===== src/hw/rtl/dlfe_pkg.sv =====
`timescale 1ns / 1ps
// ----------------------------------------------------------------------------
// dlfe_pkg
// Shared widths, constants, command codes and control structs of the dimmer
// level fade engine.
// ----------------------------------------------------------------------------
package dlfe_pkg;

  localparam int LEVEL_W    = 8;
  localparam int TIME_W     = 23;
  localparam int IV_W       = 16;
  localparam int TENTHS_W   = 16;
  localparam int KIND_W     = 3;
  localparam int DIV_CNT_W  = $clog2(TIME_W + 1);
  localparam int SECS_W     = LEVEL_W + 1;
  localparam int MS_W       = 10;
  localparam int TENTH_MS_W = 7;
  localparam int MOVE_MS_W  = SECS_W + MS_W;

  localparam logic [LEVEL_W-1:0]    LEVEL_MAX    = 8'hFF;
  localparam logic [LEVEL_W-1:0]    LEVEL_RESET  = 8'd1;
  localparam logic [IV_W-1:0]       IV_MAX       = 16'hFFFF;
  localparam logic [IV_W-1:0]       IV_SECOND    = 16'd1000;
  localparam logic [TENTH_MS_W-1:0] MS_PER_TENTH = 7'd100;
  localparam logic [MS_W-1:0]       MS_PER_S     = 10'd1000;

  // command kinds carried by an input beat
  typedef enum logic [KIND_W-1:0] {
    KIND_TICK    = 3'd0,
    KIND_MOVE_TO = 3'd1,
    KIND_MOVE    = 3'd2,
    KIND_STEP    = 3'd3,
    KIND_STOP    = 3'd4,
    KIND_SET     = 3'd5
  } kind_t;

  // datapath operations issued by the controller
  typedef enum logic [3:0] {
    OP_NONE,
    OP_LOAD,
    OP_TICK,
    OP_LAND,
    OP_MOVE_LEVEL,
    OP_GOAL_TARGET,
    OP_GOAL_STEP,
    OP_PLAN_SETUP,
    OP_PLAN_END,
    OP_MOVE_SETUP,
    OP_MOVE_END,
    OP_STOP,
    OP_SET,
    OP_REJECT,
    OP_RESULT
  } op_t;

  typedef struct packed {
    logic [KIND_W-1:0] kind;
    logic              active;
    logic              time_zero;
    logic              iv_zero;
    logic              plan_land;
    logic              move_div;
    logic              div_busy;
  } dp_status_t;

  typedef struct packed {
    logic [KIND_W-1:0]   kind;
    logic [LEVEL_W-1:0]  target_level;
    logic                direction;
    logic [LEVEL_W-1:0]  amount;
    logic [TENTHS_W-1:0] transition_tenths;
  } cmd_fields_t;

  typedef struct packed {
    logic [LEVEL_W-1:0] level;
    logic               moving;
    logic               status;
  } rsp_fields_t;

endpackage


===== src/hw/rtl/dlfe_in_if.sv =====
`timescale 1ns / 1ps
// ----------------------------------------------------------------------------
// dlfe_in_if
// Command channel: valid/ready handshake with one command per beat.
// ----------------------------------------------------------------------------
interface dlfe_in_if import dlfe_pkg::*; ();

  logic                valid;
  logic                ready;
  logic [KIND_W-1:0]   kind;
  logic [LEVEL_W-1:0]  target_level;
  logic                direction;
  logic [LEVEL_W-1:0]  amount;
  logic [TENTHS_W-1:0] transition_tenths;

  modport source (
    output valid, kind, target_level, direction, amount, transition_tenths,
    input  ready
  );

  modport sink (
    input  valid, kind, target_level, direction, amount, transition_tenths,
    output ready
  );

endinterface


===== src/hw/rtl/dlfe_out_if.sv =====
`timescale 1ns / 1ps
// ----------------------------------------------------------------------------
// dlfe_out_if
// Result channel: valid/ready handshake with one result per beat.
// ----------------------------------------------------------------------------
interface dlfe_out_if import dlfe_pkg::*; ();

  logic               valid;
  logic               ready;
  logic [LEVEL_W-1:0] level;
  logic               moving;
  logic               status;

  modport source (
    output valid, level, moving, status,
    input  ready
  );

  modport sink (
    input  valid, level, moving, status,
    output ready
  );

endinterface


===== src/hw/rtl/dlfe_div.sv =====
`timescale 1ns / 1ps
// ----------------------------------------------------------------------------
// dlfe_div
// Restoring divider, one quotient bit per cycle, 23-bit dividend over an
// 8-bit divisor.
// ----------------------------------------------------------------------------
module dlfe_div import dlfe_pkg::*; (
  input  logic               clk,
  input  logic               rst,
  input  logic               start,
  input  logic [TIME_W-1:0]  dividend,
  input  logic [LEVEL_W-1:0] divisor,
  output logic               busy,
  output logic [TIME_W-1:0]  quotient
);

  logic [TIME_W-1:0]    quo;
  logic [LEVEL_W-1:0]   rem;
  logic [LEVEL_W-1:0]   dsr;
  logic [DIV_CNT_W-1:0] cnt;
  logic [LEVEL_W:0]     trial;
  logic [LEVEL_W:0]     diff;
  logic                 fits;

  assign trial    = {rem, quo[TIME_W-1]};
  assign fits     = trial >= {1'b0, dsr};
  assign diff     = trial - {1'b0, dsr};
  assign quotient = quo;

  always_ff @(posedge clk) begin
    if (rst) begin
      busy <= 1'b0;
      cnt  <= '0;
    end else if (start) begin
      busy <= 1'b1;
      cnt  <= DIV_CNT_W'(TIME_W);
    end else if (busy) begin
      cnt <= cnt - 1'b1;
      if (cnt == DIV_CNT_W'(1)) begin
        busy <= 1'b0;
      end
    end
  end

  always_ff @(posedge clk) begin
    if (start) begin
      quo <= dividend;
      rem <= '0;
      dsr <= divisor;
    end else if (busy) begin
      quo <= {quo[TIME_W-2:0], fits};
      rem <= fits ? diff[LEVEL_W-1:0] : trial[LEVEL_W-1:0];
    end
  end

endmodule


===== src/hw/rtl/dlfe_dpath.sv =====
`timescale 1ns / 1ps
// ----------------------------------------------------------------------------
// dlfe_dpath
// Fade datapath: level and transition registers, planning arithmetic,
// shared divider and result register.
// ----------------------------------------------------------------------------
module dlfe_dpath import dlfe_pkg::*; (
  input  logic        clk,
  input  logic        rst,
  input  op_t         op,
  input  cmd_fields_t fields,
  output rsp_fields_t rsp_data,
  output dp_status_t  st
);

  // captured command
  logic [KIND_W-1:0]  kind_q;
  logic [LEVEL_W-1:0] target_q;
  logic               dir_q;
  logic [LEVEL_W-1:0] amount_q;
  logic               status_q;

  // fade state
  logic [LEVEL_W-1:0] current_level;
  logic [LEVEL_W-1:0] goal_level;
  logic               going_down;
  logic [LEVEL_W-1:0] stride;
  logic [TIME_W-1:0]  time_left;
  logic [IV_W-1:0]    interval_left;
  logic               active;

  // planning
  logic [TIME_W-1:0]  plan_t;
  logic               plan_long;

  logic [LEVEL_W-1:0]   gap;
  logic                 goal_above;
  logic                 plan_long_c;
  logic [LEVEL_W:0]     step_sum;
  logic [LEVEL_W-1:0]   step_goal;
  logic [LEVEL_W-1:0]   move_goal;
  logic [LEVEL_W-1:0]   move_span;
  logic [LEVEL_W:0]     stride_sum;
  logic [LEVEL_W-1:0]   level_moved;
  logic [TIME_W-1:0]    time_dec;
  logic [IV_W-1:0]      iv_dec;
  logic [TIME_W-1:0]    plan_ms;
  logic [SECS_W-1:0]    move_secs;
  logic [MOVE_MS_W-1:0] move_ms;
  logic [IV_W-1:0]      iv_sat;
  logic                 move_div;
  logic                 div_start;
  logic [TIME_W-1:0]    div_dividend;
  logic [LEVEL_W-1:0]   div_divisor;
  logic                 div_busy;
  logic [TIME_W-1:0]    quo;

  assign goal_above  = goal_level > current_level;
  assign gap         = goal_above ? goal_level - current_level : current_level - goal_level;
  assign plan_long_c = plan_t > TIME_W'(gap);

  assign step_sum  = {1'b0, current_level} + {1'b0, amount_q};
  assign step_goal = dir_q ? ((amount_q > current_level) ? '0 : current_level - amount_q)
                           : (step_sum[LEVEL_W] ? LEVEL_MAX : step_sum[LEVEL_W-1:0]);

  assign move_goal = dir_q ? '0 : LEVEL_MAX;
  assign move_span = dir_q ? current_level : LEVEL_MAX - current_level;
  assign move_div  = (amount_q != '0) && (amount_q != LEVEL_MAX);

  assign stride_sum  = {1'b0, current_level} + {1'b0, stride};
  assign level_moved = going_down ? ((stride > current_level) ? '0 : current_level - stride)
                                  : (stride_sum[LEVEL_W] ? LEVEL_MAX
                                                         : stride_sum[LEVEL_W-1:0]);

  assign time_dec = (time_left != '0) ? time_left - TIME_W'(1) : time_left;
  assign iv_dec   = (interval_left != '0) ? interval_left - IV_W'(1) : interval_left;

  assign plan_ms   = {{(TIME_W-TENTHS_W){1'b0}}, fields.transition_tenths}
                   * {{(TIME_W-TENTH_MS_W){1'b0}}, MS_PER_TENTH};
  assign move_secs = {1'b0, quo[LEVEL_W-1:0]} + SECS_W'(1);
  assign move_ms   = {{MS_W{1'b0}}, move_secs} * {{SECS_W{1'b0}}, MS_PER_S};
  assign iv_sat    = (quo > TIME_W'(IV_MAX)) ? IV_MAX : quo[IV_W-1:0];

  // divider operands: move span over rate, or time over distance either way round
  always_comb begin
    if (op == OP_MOVE_SETUP) begin
      div_dividend = TIME_W'(move_span);
      div_divisor  = amount_q;
    end else if (plan_long_c) begin
      div_dividend = plan_t;
      div_divisor  = gap;
    end else begin
      div_dividend = TIME_W'(gap);
      div_divisor  = plan_t[LEVEL_W-1:0];
    end
  end

  assign div_start = ((op == OP_PLAN_SETUP) && (gap != '0) && (plan_t != '0))
                   || ((op == OP_MOVE_SETUP) && move_div);

  dlfe_div u_div (
    .clk      (clk),
    .rst      (rst),
    .start    (div_start),
    .dividend (div_dividend),
    .divisor  (div_divisor),
    .busy     (div_busy),
    .quotient (quo)
  );

  always_ff @(posedge clk) begin
    if (rst) begin
      current_level <= LEVEL_RESET;
      goal_level    <= '0;
      going_down    <= 1'b0;
      stride        <= '0;
      time_left     <= '0;
      interval_left <= '0;
      active        <= 1'b0;
    end else begin
      unique case (op)
        OP_TICK: begin
          time_left     <= time_dec;
          interval_left <= iv_dec;
        end
        OP_LAND: begin
          current_level <= goal_level;
          active        <= 1'b0;
          time_left     <= '0;
          interval_left <= '0;
        end
        OP_MOVE_LEVEL:  current_level <= level_moved;
        OP_GOAL_TARGET: goal_level <= target_q;
        OP_GOAL_STEP:   goal_level <= step_goal;
        OP_PLAN_SETUP: begin
          going_down <= !goal_above;
          if ((gap == '0) || (plan_t == '0)) begin
            current_level <= goal_level;
            active        <= 1'b0;
            time_left     <= '0;
            interval_left <= '0;
          end else begin
            active    <= 1'b1;
            time_left <= plan_t;
          end
        end
        OP_PLAN_END: begin
          if (plan_long) begin
            stride        <= LEVEL_W'(1);
            interval_left <= iv_sat;
          end else begin
            stride        <= quo[LEVEL_W-1:0];
            interval_left <= IV_W'(1);
          end
        end
        OP_MOVE_SETUP: begin
          going_down <= dir_q;
          goal_level <= move_goal;
          if (amount_q == LEVEL_MAX) begin
            // full rate jumps straight to the end stop
            current_level <= move_goal;
            active        <= 1'b0;
            time_left     <= '0;
            interval_left <= '0;
          end else if (amount_q == '0) begin
            active <= 1'b0;
          end else begin
            stride        <= amount_q;
            interval_left <= IV_SECOND;
            active        <= 1'b1;
          end
        end
        OP_MOVE_END: time_left <= TIME_W'(move_ms);
        OP_STOP:     active <= 1'b0;
        OP_SET: begin
          current_level <= target_q;
          active        <= 1'b0;
        end
        default: begin
        end
      endcase
    end
  end

  always_ff @(posedge clk) begin
    if (op == OP_LOAD) begin
      kind_q   <= fields.kind;
      target_q <= fields.target_level;
      dir_q    <= fields.direction;
      amount_q <= fields.amount;
      status_q <= 1'b0;
      plan_t   <= plan_ms;
    end
    if (op == OP_TICK) begin
      plan_t <= time_dec;
    end
    if (op == OP_REJECT) begin
      status_q <= 1'b1;
    end
    if (op == OP_PLAN_SETUP) begin
      plan_long <= plan_long_c;
    end
    if (op == OP_RESULT) begin
      rsp_data.level  <= current_level;
      rsp_data.moving <= active;
      rsp_data.status <= status_q;
    end
  end

  assign st.kind      = kind_q;
  assign st.active    = active;
  assign st.time_zero = time_left == '0;
  assign st.iv_zero   = interval_left == '0;
  assign st.plan_land = (gap == '0) || (plan_t == '0);
  assign st.move_div  = move_div;
  assign st.div_busy  = div_busy;

endmodule


===== src/hw/rtl/dlfe_ctrl.sv =====
`timescale 1ns / 1ps
// ----------------------------------------------------------------------------
// dlfe_ctrl
// Fade controller: sequences one command through the datapath and holds
// the result valid flag.
// ----------------------------------------------------------------------------
module dlfe_ctrl import dlfe_pkg::*; (
  input  logic       clk,
  input  logic       rst,
  input  logic       in_valid,
  input  logic       out_ready,
  input  dp_status_t st,
  output logic       in_ready,
  output logic       out_valid,
  output op_t        op
);

  typedef enum logic [5:0] {
    S_IDLE   = 6'b000001,
    S_DECODE = 6'b000010,
    S_TICK   = 6'b000100,
    S_PLAN   = 6'b001000,
    S_DIV    = 6'b010000,
    S_DONE   = 6'b100000
  } state_t;

  state_t state;
  state_t state_next;
  logic   div_move;
  logic   div_move_next;

  assign in_ready = state == S_IDLE;

  always_comb begin
    op            = OP_NONE;
    state_next    = state;
    div_move_next = div_move;
    unique case (state)
      S_IDLE: begin
        if (in_valid) begin
          op         = OP_LOAD;
          state_next = S_DECODE;
        end
      end
      S_DECODE: begin
        unique case (st.kind)
          KIND_TICK: begin
            if (st.active) begin
              op         = OP_TICK;
              state_next = S_TICK;
            end else begin
              state_next = S_DONE;
            end
          end
          KIND_MOVE_TO: begin
            op         = OP_GOAL_TARGET;
            state_next = S_PLAN;
          end
          KIND_STEP: begin
            op         = OP_GOAL_STEP;
            state_next = S_PLAN;
          end
          KIND_MOVE: begin
            op            = OP_MOVE_SETUP;
            div_move_next = 1'b1;
            state_next    = st.move_div ? S_DIV : S_DONE;
          end
          KIND_STOP: begin
            op         = OP_STOP;
            state_next = S_DONE;
          end
          KIND_SET: begin
            op         = OP_SET;
            state_next = S_DONE;
          end
          default: begin
            op         = OP_REJECT;
            state_next = S_DONE;
          end
        endcase
      end
      S_TICK: begin
        priority if (st.time_zero) begin
          op         = OP_LAND;
          state_next = S_DONE;
        end else if (st.iv_zero) begin
          op         = OP_MOVE_LEVEL;
          state_next = S_PLAN;
        end else begin
          state_next = S_DONE;
        end
      end
      S_PLAN: begin
        op            = OP_PLAN_SETUP;
        div_move_next = 1'b0;
        state_next    = st.plan_land ? S_DONE : S_DIV;
      end
      S_DIV: begin
        if (!st.div_busy) begin
          op         = div_move ? OP_MOVE_END : OP_PLAN_END;
          state_next = S_DONE;
        end
      end
      S_DONE: begin
        if (!out_valid || out_ready) begin
          op         = OP_RESULT;
          state_next = S_IDLE;
        end
      end
      default: state_next = S_IDLE;
    endcase
  end

  always_ff @(posedge clk) begin
    if (rst) begin
      state     <= S_IDLE;
      div_move  <= 1'b0;
      out_valid <= 1'b0;
    end else begin
      state    <= state_next;
      div_move <= div_move_next;
      if (op == OP_RESULT) begin
        out_valid <= 1'b1;
      end else if (out_ready) begin
        out_valid <= 1'b0;
      end
    end
  end

endmodule


===== src/hw/rtl/dimmer_level_fade_engine.sv =====
`timescale 1ns / 1ps
// ----------------------------------------------------------------------------
// dimmer_level_fade_engine
// Level control fade engine: takes millisecond ticks and level commands and
// returns the output level, moving flag and status after each command.
// ----------------------------------------------------------------------------
//
//   channel  dir  handshake     beat payload
//   -------  ---  ------------  ---------------------------------------------
//   cmd      in   valid/ready   kind, target_level, direction, amount,
//                               transition_tenths
//   rsp      out  valid/ready   level, moving, status
//
// one command at a time; a beat is taken only while the controller is idle
// simple commands (stop, set, idle tick, reject) go straight to the result;
// a tick that only counts down, or a plan that lands at once, skips the divider;
// commands that replan (move to level, step, move, interval tick) otherwise
// wait on the bit-serial divider shared by all of them
// the result register frees the command side: a new beat is taken while the
// previous result still waits on rsp.ready
// rst is synchronous; after it the level is 1 and no transition runs
//
module dimmer_level_fade_engine import dlfe_pkg::*; (
  input  logic       clk,
  input  logic       rst,
  dlfe_in_if.sink    cmd,
  dlfe_out_if.source rsp
);

  op_t         op;
  dp_status_t  st;
  cmd_fields_t fields;
  rsp_fields_t rsp_data;
  logic        in_ready;
  logic        out_valid;

  // gather the command beat into one struct for the datapath
  assign fields.kind              = cmd.kind;
  assign fields.target_level      = cmd.target_level;
  assign fields.direction         = cmd.direction;
  assign fields.amount            = cmd.amount;
  assign fields.transition_tenths = cmd.transition_tenths;

  assign cmd.ready  = in_ready;
  assign rsp.valid  = out_valid;
  assign rsp.level  = rsp_data.level;
  assign rsp.moving = rsp_data.moving;
  assign rsp.status = rsp_data.status;

  // controller: decodes the command and steps the datapath
  dlfe_ctrl u_ctrl (
    .clk       (clk),
    .rst       (rst),
    .in_valid  (cmd.valid),
    .out_ready (rsp.ready),
    .st        (st),
    .in_ready  (in_ready),
    .out_valid (out_valid),
    .op        (op)
  );

  // datapath: fade state, planning arithmetic and divider
  dlfe_dpath u_dpath (
    .clk      (clk),
    .rst      (rst),
    .op       (op),
    .fields   (fields),
    .rsp_data (rsp_data),
    .st       (st)
  );

  // a running transition always has time left once a command is finished
  a_active_has_time: assert property (@(posedge clk) disable iff (rst)
    (cmd.ready && st.active) |-> !st.time_zero)
    else $error("transition active with no time left");

  // a new result never overwrites one that has not been taken
  a_result_slot_free: assert property (@(posedge clk) disable iff (rst)
    (op == OP_RESULT) |-> (!rsp.valid || rsp.ready))
    else $error("result register overwritten");

  // the divider is idle whenever a plan is set up
  a_div_idle_at_plan: assert property (@(posedge clk) disable iff (rst)
    (op == OP_PLAN_SETUP || op == OP_MOVE_SETUP) |-> !st.div_busy)
    else $error("divider restarted while busy");

  // result valid only rises after a result load
  a_valid_from_load: assert property (@(posedge clk) disable iff (rst)
    $rose(rsp.valid) |-> $past(op == OP_RESULT))
    else $error("result valid without a load");

endmodule

===== src/flat_wrapper.sv =====
// flat-port wrapper written by rule: the top's interface ports become plain ports
module dimmer_level_fade_engine_flat import dlfe_pkg::*;
  (clk, rst, cmd_valid, cmd_kind, cmd_target_level, cmd_direction, cmd_amount, cmd_transition_tenths, cmd_ready, rsp_valid, rsp_level, rsp_moving, rsp_status, rsp_ready);
  dlfe_in_if cmd_i ();
  dlfe_out_if rsp_i ();
  input  logic clk;
  input  logic rst;
  input wire logic [$bits(cmd_i.valid)-1:0] cmd_valid;
  input wire logic [$bits(cmd_i.kind)-1:0] cmd_kind;
  input wire logic [$bits(cmd_i.target_level)-1:0] cmd_target_level;
  input wire logic [$bits(cmd_i.direction)-1:0] cmd_direction;
  input wire logic [$bits(cmd_i.amount)-1:0] cmd_amount;
  input wire logic [$bits(cmd_i.transition_tenths)-1:0] cmd_transition_tenths;
  output wire logic [$bits(cmd_i.ready)-1:0] cmd_ready;
  output wire logic [$bits(rsp_i.valid)-1:0] rsp_valid;
  output wire logic [$bits(rsp_i.level)-1:0] rsp_level;
  output wire logic [$bits(rsp_i.moving)-1:0] rsp_moving;
  output wire logic [$bits(rsp_i.status)-1:0] rsp_status;
  input wire logic [$bits(rsp_i.ready)-1:0] rsp_ready;
  assign cmd_i.valid = cmd_valid;
  assign cmd_i.kind = cmd_kind;
  assign cmd_i.target_level = cmd_target_level;
  assign cmd_i.direction = cmd_direction;
  assign cmd_i.amount = cmd_amount;
  assign cmd_i.transition_tenths = cmd_transition_tenths;
  assign cmd_ready = cmd_i.ready;
  assign rsp_valid = rsp_i.valid;
  assign rsp_level = rsp_i.level;
  assign rsp_moving = rsp_i.moving;
  assign rsp_status = rsp_i.status;
  assign rsp_i.ready = rsp_ready;
  dimmer_level_fade_engine u_core (.clk(clk), .rst(rst), .cmd(cmd_i), .rsp(rsp_i));
endmodule

===== config.mk =====
export PLATFORM = sky130hd
export DESIGN_NAME = dimmer_level_fade_engine_flat
export DESIGN_NICKNAME = d
export VERILOG_FILES = /design/src/hw/rtl/dlfe_pkg.sv /design/src/hw/rtl/dlfe_in_if.sv /design/src/hw/rtl/dlfe_out_if.sv /design/src/hw/rtl/dlfe_div.sv /design/src/hw/rtl/dlfe_dpath.sv /design/src/hw/rtl/dlfe_ctrl.sv /design/src/hw/rtl/dimmer_level_fade_engine.sv /design/src/flat_wrapper.sv
export SDC_FILE = /design/constraint.sdc
export NUM_CORES = 1
export LEC_CHECK = 0
export BUFFER_PORTS_ARGS = -buffer_cell sky130_fd_sc_hd__buf_2
export CORE_MARGIN = 5
export CORE_UTILIZATION = 40
export CTS_BUF_LIST = sky130_fd_sc_hd__clkbuf_8
export DETAILED_ROUTE_END_ITERATION = 16
export GPL_ROUTABILITY_DRIVEN = 0
export HOLD_SLACK_MARGIN = 0.08
export MAX_ROUTING_LAYER = met4
export SLEW_MARGIN = 15
export SYNTH_ARGS = -nofsm -noshare
export SYNTH_HDL_FRONTEND = slang
export SYNTH_HIERARCHICAL = 1
export SYNTH_SLANG_ARGS = --single-unit
export TNS_END_PERCENT = 20

===== constraint.sdc =====
create_clock -name clk -period 5.65 [get_ports clk]
set_clock_uncertainty 0.05 [all_clocks]
set_input_delay 0.2825 -clock clk [delete_from_list [all_inputs] [get_ports clk]]
set_output_delay 0.2825 -clock clk [all_outputs]
set_load 0.01 [all_outputs]

==> flow_summary.ini, run 1 <==
[status]
outcome = finished, final reports clean

[sta]
maxSlewViolCount = 0
hold_ws_ns = 0.1150
worst_pin_slew_ns = 1.039
rsz0062_at_grt = no
fin_setup_tns_ns = 0
fmax_ghz = 0.1841
max_slew_margin = 0.3046
setup_viol = 0
finalCritPeriodShare = 0.9614
fin_crit_ns = 5.432
finalHoldViolCount = 0
fin_ws_ns = 0.2179

[cts]
clock-root-buffer = clkbuf_8
cts_sinks = 173
cts.path.max_buffers = 2
clkTransAtPathRegs_ns = 0.11
cts_buffers = 17
cts_tree = built
clk_latency_ns = 0.49
cts_max_level = 4
cts_setup_buffers = 0

[route]
drc = 0
final_antenna_net_count = 0
via_count = 13170
dr.first_iter.drc_count = 1142
wire_per_inst_um = 18.52
vias_per_cell = 5.637
routed_wl_um = 43260
drt_pass1_iterations = 8

[logic_synthesis]
synthArstFlopShare = 0
yosysWarningCount = 6
ys_types = 100
synth.avg_cell_area_um2 = 8.711
netlist_area_um2 = 15140
syn-num-nets = 1975
synthCells = 1738
synth_seq_area_share = 0.2850
synth-edff-count = 85
synth.area.top_cells = edfxtp_1, ha_1, dfxtp_1
synth-seq-cells = 173
synth_area_leader_cell = edfxtp_1
yosysTopAreaCellShare = 0.1686
post-synth-top-count-cell = inv_1
synth_common_cells = inv_1, ha_1, nor2_1
synth_flop_cell = dfxtp_1

[min_path]
hp-class = in -> reg

[final_layout]
multi_input_area_um2 = 9913
diodes = 0
layout-drive-gt1-share = 0.1216
seqCellArea_um2 = 4314
n_fill_cell = 3780
fin_area_um2 = 16810
nNetsFinal = 2049
area_delta_synth_final_pct = 11.03

[pwr]
leakagePower_nw = 7.066
p_sw_mw = 1.521
ir_drop_v = 0.0001481
internal_power_mw = 2.523
power_density_nw_per_um2 = 240.5
p_seq_frac = 0.386
clockPowerShare = 0.238
combPwrFrac = 0.376
p_sw_frac = 0.3761

[flow_run]
drv_cap = 0

[worst_setup_path]
start_kind = register
required_ns = 5.96
critical_path.max_fanout = 9
worst_setup_path_end_kind = register
crit_arrival_ns = 5.74
critPathKind = reg -> reg

[floorplan]
pin_count = 52
initial_core_util = 0.4038
fp-row-count = 71
die_h_um = 204.5
core-area_um2 = 37490
die_area_um2 = 41840
fp.dieW_um = 204.5

[placed_design]
io_buffers = 51
pre_cts_slack_ns = 0.2447
place_area_um2 = 16140
post-dp-hpwl_um = 33090

[global_route]
grt_max_degree = 43
antenna_found_initial = 0
grt_pass1_wl_um = 68940
grtUsageTotal = 0.2107
grt-ovfl-total = 0
grt_pass1_vias = 12850
[layer usage]
metal / up-vias / share of wire / global-route usage
li1: 6368 / - / -
met1: 6266 / 0.45 / 0.2816
met2: 467 / 0.47 / 0.3408
met3: 66 / 0.058 / 0.02501
met4: 0 / 0.022 / 0.05815
met5: - / 0 / -
[power groups by stage]
stage / combinational (mW) / clock, mW / sequential (mW)
after floorplan: 1.15 / 0 / 1.52
after global placement: 1.47 / 0 / 1.59
after detailed placement: 1.49 / 0 / 1.58
after CTS: 1.52 / 0.978 / 1.55
after global routing: 1.70 / 1.03 / 1.57
final: 1.52 / 0.964 / 1.56
[registers in the layout (all words and copies together), names as in the netlist, 3 cells and up]
signal	flops
u_core/u_dpath/plan_t	23
u_core/u_dpath/time_left	23
u_core/u_dpath/u_div/quotient	23
u_core/u_dpath/interval_left	16
u_core/u_dpath/rsp_data	10
u_core/u_dpath/amount_q	8
u_core/u_dpath/current_level	8
u_core/u_dpath/goal_level	8
u_core/u_dpath/stride	8
u_core/u_dpath/target_q	8
u_core/u_dpath/u_div/dsr	8
u_core/u_dpath/u_div/rem	8
u_core/u_ctrl/state	6
u_core/u_dpath/u_div/cnt	5
u_core/u_dpath/kind_q	3
[cells by family after synthesis]
group           after synthesis  share of synthesized area
mux                          56                    0.03950
fa+ha+maj                   197                     0.1817
simple gates                526                     0.1800
xor+xnor                    101                    0.05843
compound gates              442                     0.1920
flops                       173                     0.2850
buf+inv                     243                    0.06347
[area by class of cell]
| cell class | count | share of cell area |
|---|---|---|
| Sequential cell | 173 | 0.2566 |
| Multi-Input combinational cell | 1322 | 0.5897 |
| Clock buffer | 17 | 0.01392 |
| Inverter | 172 | 0.03841 |
| Timing Repair Buffer | 126 | 0.05233 |
| Tap cell | 511 | 0.03803 |
| Clock inverter | 15 | 0.01094 |
[cells in the final DEF (no fill, tap or decap), types with 11 or more instances in the layout]
cell           count
a211oi_1          19
a21o_1            21
a21oi_1          114
a221oi_1          21
a31oi_1           11
and2_1            19
and3_1            13
buf_2             51
buf_4             51
clkbuf_8          17
dfxtp_1           88
dlygate4sd3_1     23
edfxtp_1          85
fa_1              38
ha_1             159
inv_1            170
mux2_2            26
mux2i_1           29
nand2_1          120
nand2b_1          28
nand3_1           27
nor2_1           135
nor2b_1           15
nor3_1            57
nor4_1            19
o21a_1            16
o21ai_0          113
o31ai_1           15
or3_1             12
xnor2_1           60
xor2_1            40
[final timing paths]
check / start / end / slack (ns) / cells after the start
worst min-delay path: cmd_transition_tenths[2] / u_core/u_dpath/plan_t[4]$_DFFE_PP_ / 0.12 / 3
worst max-delay path: u_core/u_dpath/time_left[3]$_SDFFE_PP0P_ / u_core/u_dpath/current_level[3]$_SDFFE_PP0P_ / 0.22 / 17
worst max register to register: u_core/u_dpath/time_left[3]$_SDFFE_PP0P_ / u_core/u_dpath/current_level[3]$_SDFFE_PP0P_ / 0.22 / 17
worst min register to register: u_core/u_dpath/u_div/rem[3]$_SDFFE_PP0P_ / u_core/u_dpath/u_div/rem[3]$_SDFFE_PP0P_ / 0.44 / 2
[through the flow]
step	power [mW]	util	std cells
6_report	4.043	0.4484	2336
5_1_grt	4.298	0.4484	2336
4_1_cts	4.050	0.4479	2336
3_5_place_dp	3.078	0.4306	2281
3_3_place_gp	3.057	0.4306	2281
2_1_floorplan	2.670	-	1738
[worst max-delay path, stage by stage (launching register included)]
cell,delay [ns]
dfxtp_1,0.39
or4_4,0.57
or4_4,0.60
or2_4,0.31
or4_4,0.44
nor4_1,0.31
buf_4,0.20
nor2b_1,0.05
nand2_1,0.07
or3b_1,0.46
nor2_1,0.19
buf_4,0.16
mux2i_1,0.08
nor2_1,0.52
o21ai_0,0.37
a221oi_1,0.29
or4_1,0.16
a21oi_1,0.07
[repair_timing]
item                                    CTS  global route
resized for setup                         0             4
hold buffers                             23             0
endpoints found under the setup margin    0             5
endpoints found under the hold margin    23             0
Power figures use the tool's default switching activity.
==> inputs of run 2 (changes only) <==
--- a/config.mk
+++ b/config.mk
@@ -13,6 +13,7 @@
 export GPL_ROUTABILITY_DRIVEN = 0
 export HOLD_SLACK_MARGIN = 0.08
 export MAX_ROUTING_LAYER = met4
+export PLACE_DENSITY_LB_ADDON = 0.3
 export SLEW_MARGIN = 15
 export SYNTH_ARGS = -nofsm -noshare
 export SYNTH_HDL_FRONTEND = slang
==> flow_summary.ini, run 2 (synthesis gave the netlist of run 1 again) <==
[final_layout]
layout-drive-gt1-share = 0.1277
fin_util = 0.4492
final_common_cell = inv_1
finalNonFillerCells = 2343
final_cell_mix = inv_1, ha_1, nor2_1, nand2_1, a21oi_1
diodes = 0
fin_area_um2 = 16840
nNetsFinal = 2056
seqCellArea_um2 = 4314
n_fill_cell = 3686
multi_input_area_um2 = 9958
area_delta_synth_final_pct = 11.24

[route]
dr.first_iter.drc_count = 1161
wire_per_inst_um = 18.44
drt_pass1_iterations = 6
final_antenna_net_count = 0
vias_per_cell = 5.682
drc = 0
via_count = 13310
routed_wl_um = 43200

[placed_design]
io_buffers = 51
post-dp-hpwl_um = 32810
pre_cts_slack_ns = 0.1295
place_area_um2 = 16120
dp.cells = 2276

[sta]
fin_crit_ns = 5.357
finalHoldViolCount = 0
fmax_ghz = 0.1867
setup_viol = 0
hold_ws_ns = 0.1431
fin_ws_ns = 0.2934
finalCritPeriodShare = 0.9481
maxSlewViolCount = 0
worst_pin_slew_ns = 1.133
max_slew_margin = 0.2420
rsz0062_at_grt = yes

[floorplan]
pin_count = 52
fp.dieW_um = 204.5
core-area_um2 = 37490
fp-row-count = 71
die_area_um2 = 41840
die_h_um = 204.5
initial_core_util = 0.4038

[min_path]
hp-class = in -> reg

[global_route]
grt_pass1_wl_um = 68210
antenna_found_initial = 0
grtUsageTotal = 0.2071
grt-ovfl-total = 0
grt_pass1_vias = 12630
grt_max_degree = 61

[worst_setup_path]
cp_top_family = adder cells
start_kind = register
critical_path.max_fanout = 6
max_stage_delay_ns = 0.53
required_ns = 5.93
crit_arrival_ns = 5.64
critPathKind = reg -> reg
cpMaxStageDelayCell = edfxtp_1
cp_cell_sequence = ha_2, and3_1, xnor2_1, buf_4, inv_1, ha_1, inv_1, fa_1, fa_1, inv_1, ha_1, ha_1, or3_1, o21ai_0, o31ai_1, a21o_1, a21oi_1, xnor2_1, a221oi_2, nor3_1
worst_setup_path_end_kind = register
path_buf_inv = 4

[cts]
cts_max_level = 4
clk_latency_ns = 0.48
clock-root-buffer = clkbuf_8
cts_buffers = 17
cts_tree = built
cts_sinks = 173
clkTransAtPathRegs_ns = 0.10
cts.path.max_buffers = 2

[pwr]
combPwrFrac = 0.393
power_density_nw_per_um2 = 232.7
ir_drop_v = 0.0001209
p_sw_frac = 0.3890
clockPowerShare = 0.209
internal_power_mw = 2.395
leakagePower_nw = 7.089
p_sw_mw = 1.525
p_seq_frac = 0.398

[flow_run]
drv_cap = 0

[status]
outcome = finished, final reports clean
[run 2: changes by cell type in the layout (fill, tap and decap cells not counted), moves of 2 or more]
cell	before	now
buf_4	51	55
bufinv_16	3	0
xnor2_1	60	57
xnor2_2	0	3
clkbuf_2	0	2
ha_1	159	157
ha_2	0	2
inv_4	0	2
xor2_1	40	38
[run 2: worst paths after layout]
| check | cells past startpoint | slack (ns) | end | startpoint |
|---|---|---|---|---|
| setup / recovery | 20 | 0.29 | u_core/u_dpath/time_left[18]$_SDFFE_PP0P_ | u_core/u_dpath/u_div/quotient[1]$_DFFE_PP_ |
| hold / removal | 3 | 0.14 | u_core/u_dpath/plan_t[4]$_DFFE_PP_ | cmd_transition_tenths[2] |
| setup reg to reg | 20 | 0.29 | u_core/u_dpath/time_left[18]$_SDFFE_PP0P_ | u_core/u_dpath/u_div/quotient[1]$_DFFE_PP_ |
| hold reg to reg | 2 | 0.43 | u_core/u_dpath/u_div/rem[3]$_SDFFE_PP0P_ | u_core/u_dpath/u_div/rem[3]$_SDFFE_PP0P_ |
[run 2: layout make-up]
cell class	count	area share
multi-input combinational	1322	0.5913
sequential	173	0.2562
clock inverter	15	0.006538
inverter	172	0.03834
timing repair buffer	133	0.05579
clock buffer	17	0.01389
tap	511	0.03796
[run 2: repair_timing]
item / CTS / global route
hold buffers: 23 / 0
hold endpoints to repair: 23 / 0
resized for setup: 0 / 10
buffers inserted: 0 / 12
setup endpoints to repair: 0 / 3
[run 2: worst reg2reg max path: stages, from the launching register on]
cell and delay, ns:
edfxtp_1 0.53, ha_2 0.30, and3_1 0.34, xnor2_1 0.24
buf_4 0.22, inv_1 0.06, ha_1 0.28, inv_1 0.06
fa_1 0.52, fa_1 0.51, inv_1 0.04, ha_1 0.28
ha_1 0.35, or3_1 0.38, o21ai_0 0.11, o31ai_1 0.14
a21o_1 0.19, a21oi_1 0.17, xnor2_1 0.13, a221oi_2 0.24
nor3_1 0.06
[run 2: power by group through the flow]
stage	Clock (mW)	Sequential (mW)	Combinational, mW
final	0.818	1.56	1.54
after detailed placement	0	1.59	1.50
after global placement	0	1.59	1.48
after CTS	0.843	1.56	1.53
after floorplan	0	1.52	1.15
after global routing	0.892	1.57	1.71
[run 2: metal layers]
| metal | GRT usage | routed length, µm |
|---|---|---|
| met3 | 0.02232 | 2935 |
| met4 | 0.06581 | 1220 |
| met1 | 0.2828 | 19540 |
| met2 | 0.3250 | 19510 |
| met5 | - | 0 |
[run 2: metrics by stage]
step	TNS, ns	power, mW
3_5_place_dp	0	3.089
2_1_floorplan	-15.94	2.670
6_report	0	3.919
5_1_grt	-0.05016	4.173
3_3_place_gp	0	3.065
4_1_cts	0	3.928
==> inputs of run 3 (changes only) <==
--- a/config.mk
+++ b/config.mk
@@ -7,7 +7,7 @@
 export LEC_CHECK = 0
 export BUFFER_PORTS_ARGS = -buffer_cell sky130_fd_sc_hd__buf_2
 export CORE_MARGIN = 5
-export CORE_UTILIZATION = 40
+export CORE_UTILIZATION = 55
 export CTS_BUF_LIST = sky130_fd_sc_hd__clkbuf_8
 export DETAILED_ROUTE_END_ITERATION = 16
 export GPL_ROUTABILITY_DRIVEN = 0
==> flow_summary.ini, run 3 (synthesis gave the netlist of run 1 again) <==
[floorplan]
die_h_um = 175.9
fp-row-count = 60
core-area_um2 = 27030
die_area_um2 = 30940
fp.dieW_um = 175.9
initial_core_util = 0.5602
pin_count = 52

[cts]
cts_sinks = 173
clock-root-buffer = clkbuf_8
post_cts_resized = 0
cts.path.max_buffers = 2
postCtsHoldBufs = 25
clk_latency_ns = 0.50
cts_tree = built
clkTransAtPathRegs_ns = 0.10
cts_setup_buffers = 0
cts_buffers = 17
cts_max_level = 4

[route]
wire_per_inst_um = 19.02
dr.first_iter.drc_count = 1459
vias_per_cell = 6.161
drt_pass1_iterations = 5
routed_wl_um = 41840
drc = 0
final_antenna_net_count = 0
via_count = 13550

[placed_design]
dp.cells = 2143
post-dp-hpwl_um = 31550
pre_cts_slack_ns = 0.3790
io_buffers = 51

[sta]
worst_pin_slew_ns = 0.9521
finalHoldViolCount = 0
fin_crit_ns = 5.359
setup_viol = 0
rsz0062_at_grt = no
maxSlewViolCount = 0
fmax_ghz = 0.1866
fin_ws_ns = 0.2913
max_slew_margin = 0.3604
finalCritPeriodShare = 0.9484

[final_layout]
seqCellArea_um2 = 4314
n_fill_cell = 2318
multi_input_area_um2 = 9897
final_cell_mix = inv_1, ha_1, nor2_1, nand2_1, a21oi_1
layout-drive-gt1-share = 0.1356
nNetsFinal = 2083
area_delta_synth_final_pct = 11.89
final_common_cell = inv_1
finalNonFillerCells = 2200
diodes = 0

[worst_setup_path]
worst_setup_path_end_kind = register
cp_cell_sequence = ha_1, xor2_1, inv_1, fa_1, fa_1, fa_1, fa_1, inv_1, ha_1, o2111ai_1, and4_1, o31ai_1, a21o_1, a21oi_1, xnor2_1, a221oi_2, nor3_1
max_stage_delay_ns = 0.59
path_buf_inv = 2
critical_path.max_fanout = 10
start_kind = register
crit_path_frequent_cell = fa_1
critPathKind = reg -> reg
cpMaxStageDelayCell = edfxtp_1
required_ns = 5.92
crit_arrival_ns = 5.63
cp_top_family = adder cells

[pwr]
power_density_nw_per_um2 = 236.5
finalPower_mw = 4.007
leakagePower_nw = 7.271
ir_drop_v = 0.0001551

[status]
outcome = finished, final reports clean

[global_route]
antenna_found_initial = 0
grt_max_degree = 76
grt_pass1_vias = 12980
grt-ovfl-total = 0
grtUsageTotal = 0.2760
grt_pass1_wl_um = 67280

[min_path]
hp-class = in -> reg

[flow_run]
drv_cap = 0
-- run 3: metrics by stage --
step | util | area [µm²] | TNS, ns | hold WS [ns]
after floorplan | - | 15140 | -15.94 | 0.3049
after global placement | 0.6034 | 16310 | 0 | 0.4090
after detailed placement | 0.6034 | 16310 | 0 | 0.4106
after CTS | 0.6268 | 16940 | 0 | 0.1866
after global routing | 0.6268 | 16940 | 0 | 0.2000
final | 0.6268 | 16940 | 0 | 0.2209
-- run 3: per-layer routing --
layer	vias up	wire length (µm)	track usage
li1	6450	-	-
met1	6453	17600	0.3493
met2	545	19980	0.4576
met3	106	2856	0.04090
met4	0	1404	0.08869
met5	-	0	-
-- run 3: tightest hold or removal path, stage by stage --
cell	delay (ns)
buf_2	0.11
ha_1	0.13
nand2_1	0.05
o21ai_0	0.06
-- run 3: where the power goes --
part           switching [mW]  internal (mW)  leakage, nW
Clock                   0.553          0.333        0.204
Combinational           0.905          0.666         5.56
Sequential              0.111           1.44         1.50
Total                    1.57           2.44         7.27
-- run 3: layout make-up --
cell class	instances	area share
clock inverter	15	0.008789
multi-input combinational	1322	0.5842
tap	341	0.02519
sequential	173	0.2547
timing repair buffer	160	0.07519
inverter	172	0.03811
clock buffer	17	0.01381
-- run 3: worst paths after layout --
path	start	endpoint	slack [ns]	cells past startpoint
worst max-delay path	u_core/u_dpath/u_div/quotient[0]$_DFFE_PP_	u_core/u_dpath/time_left[18]$_SDFFE_PP0P_	0.29	17
worst min-delay path	cmd_transition_tenths[3]	u_core/u_dpath/plan_t[5]$_DFFE_PP_	0.22	4
worst max register to register	u_core/u_dpath/u_div/quotient[0]$_DFFE_PP_	u_core/u_dpath/time_left[18]$_SDFFE_PP0P_	0.29	17
worst min register to register	u_core/u_dpath/u_div/rem[3]$_SDFFE_PP0P_	u_core/u_dpath/u_div/rem[3]$_SDFFE_PP0P_	0.44	2
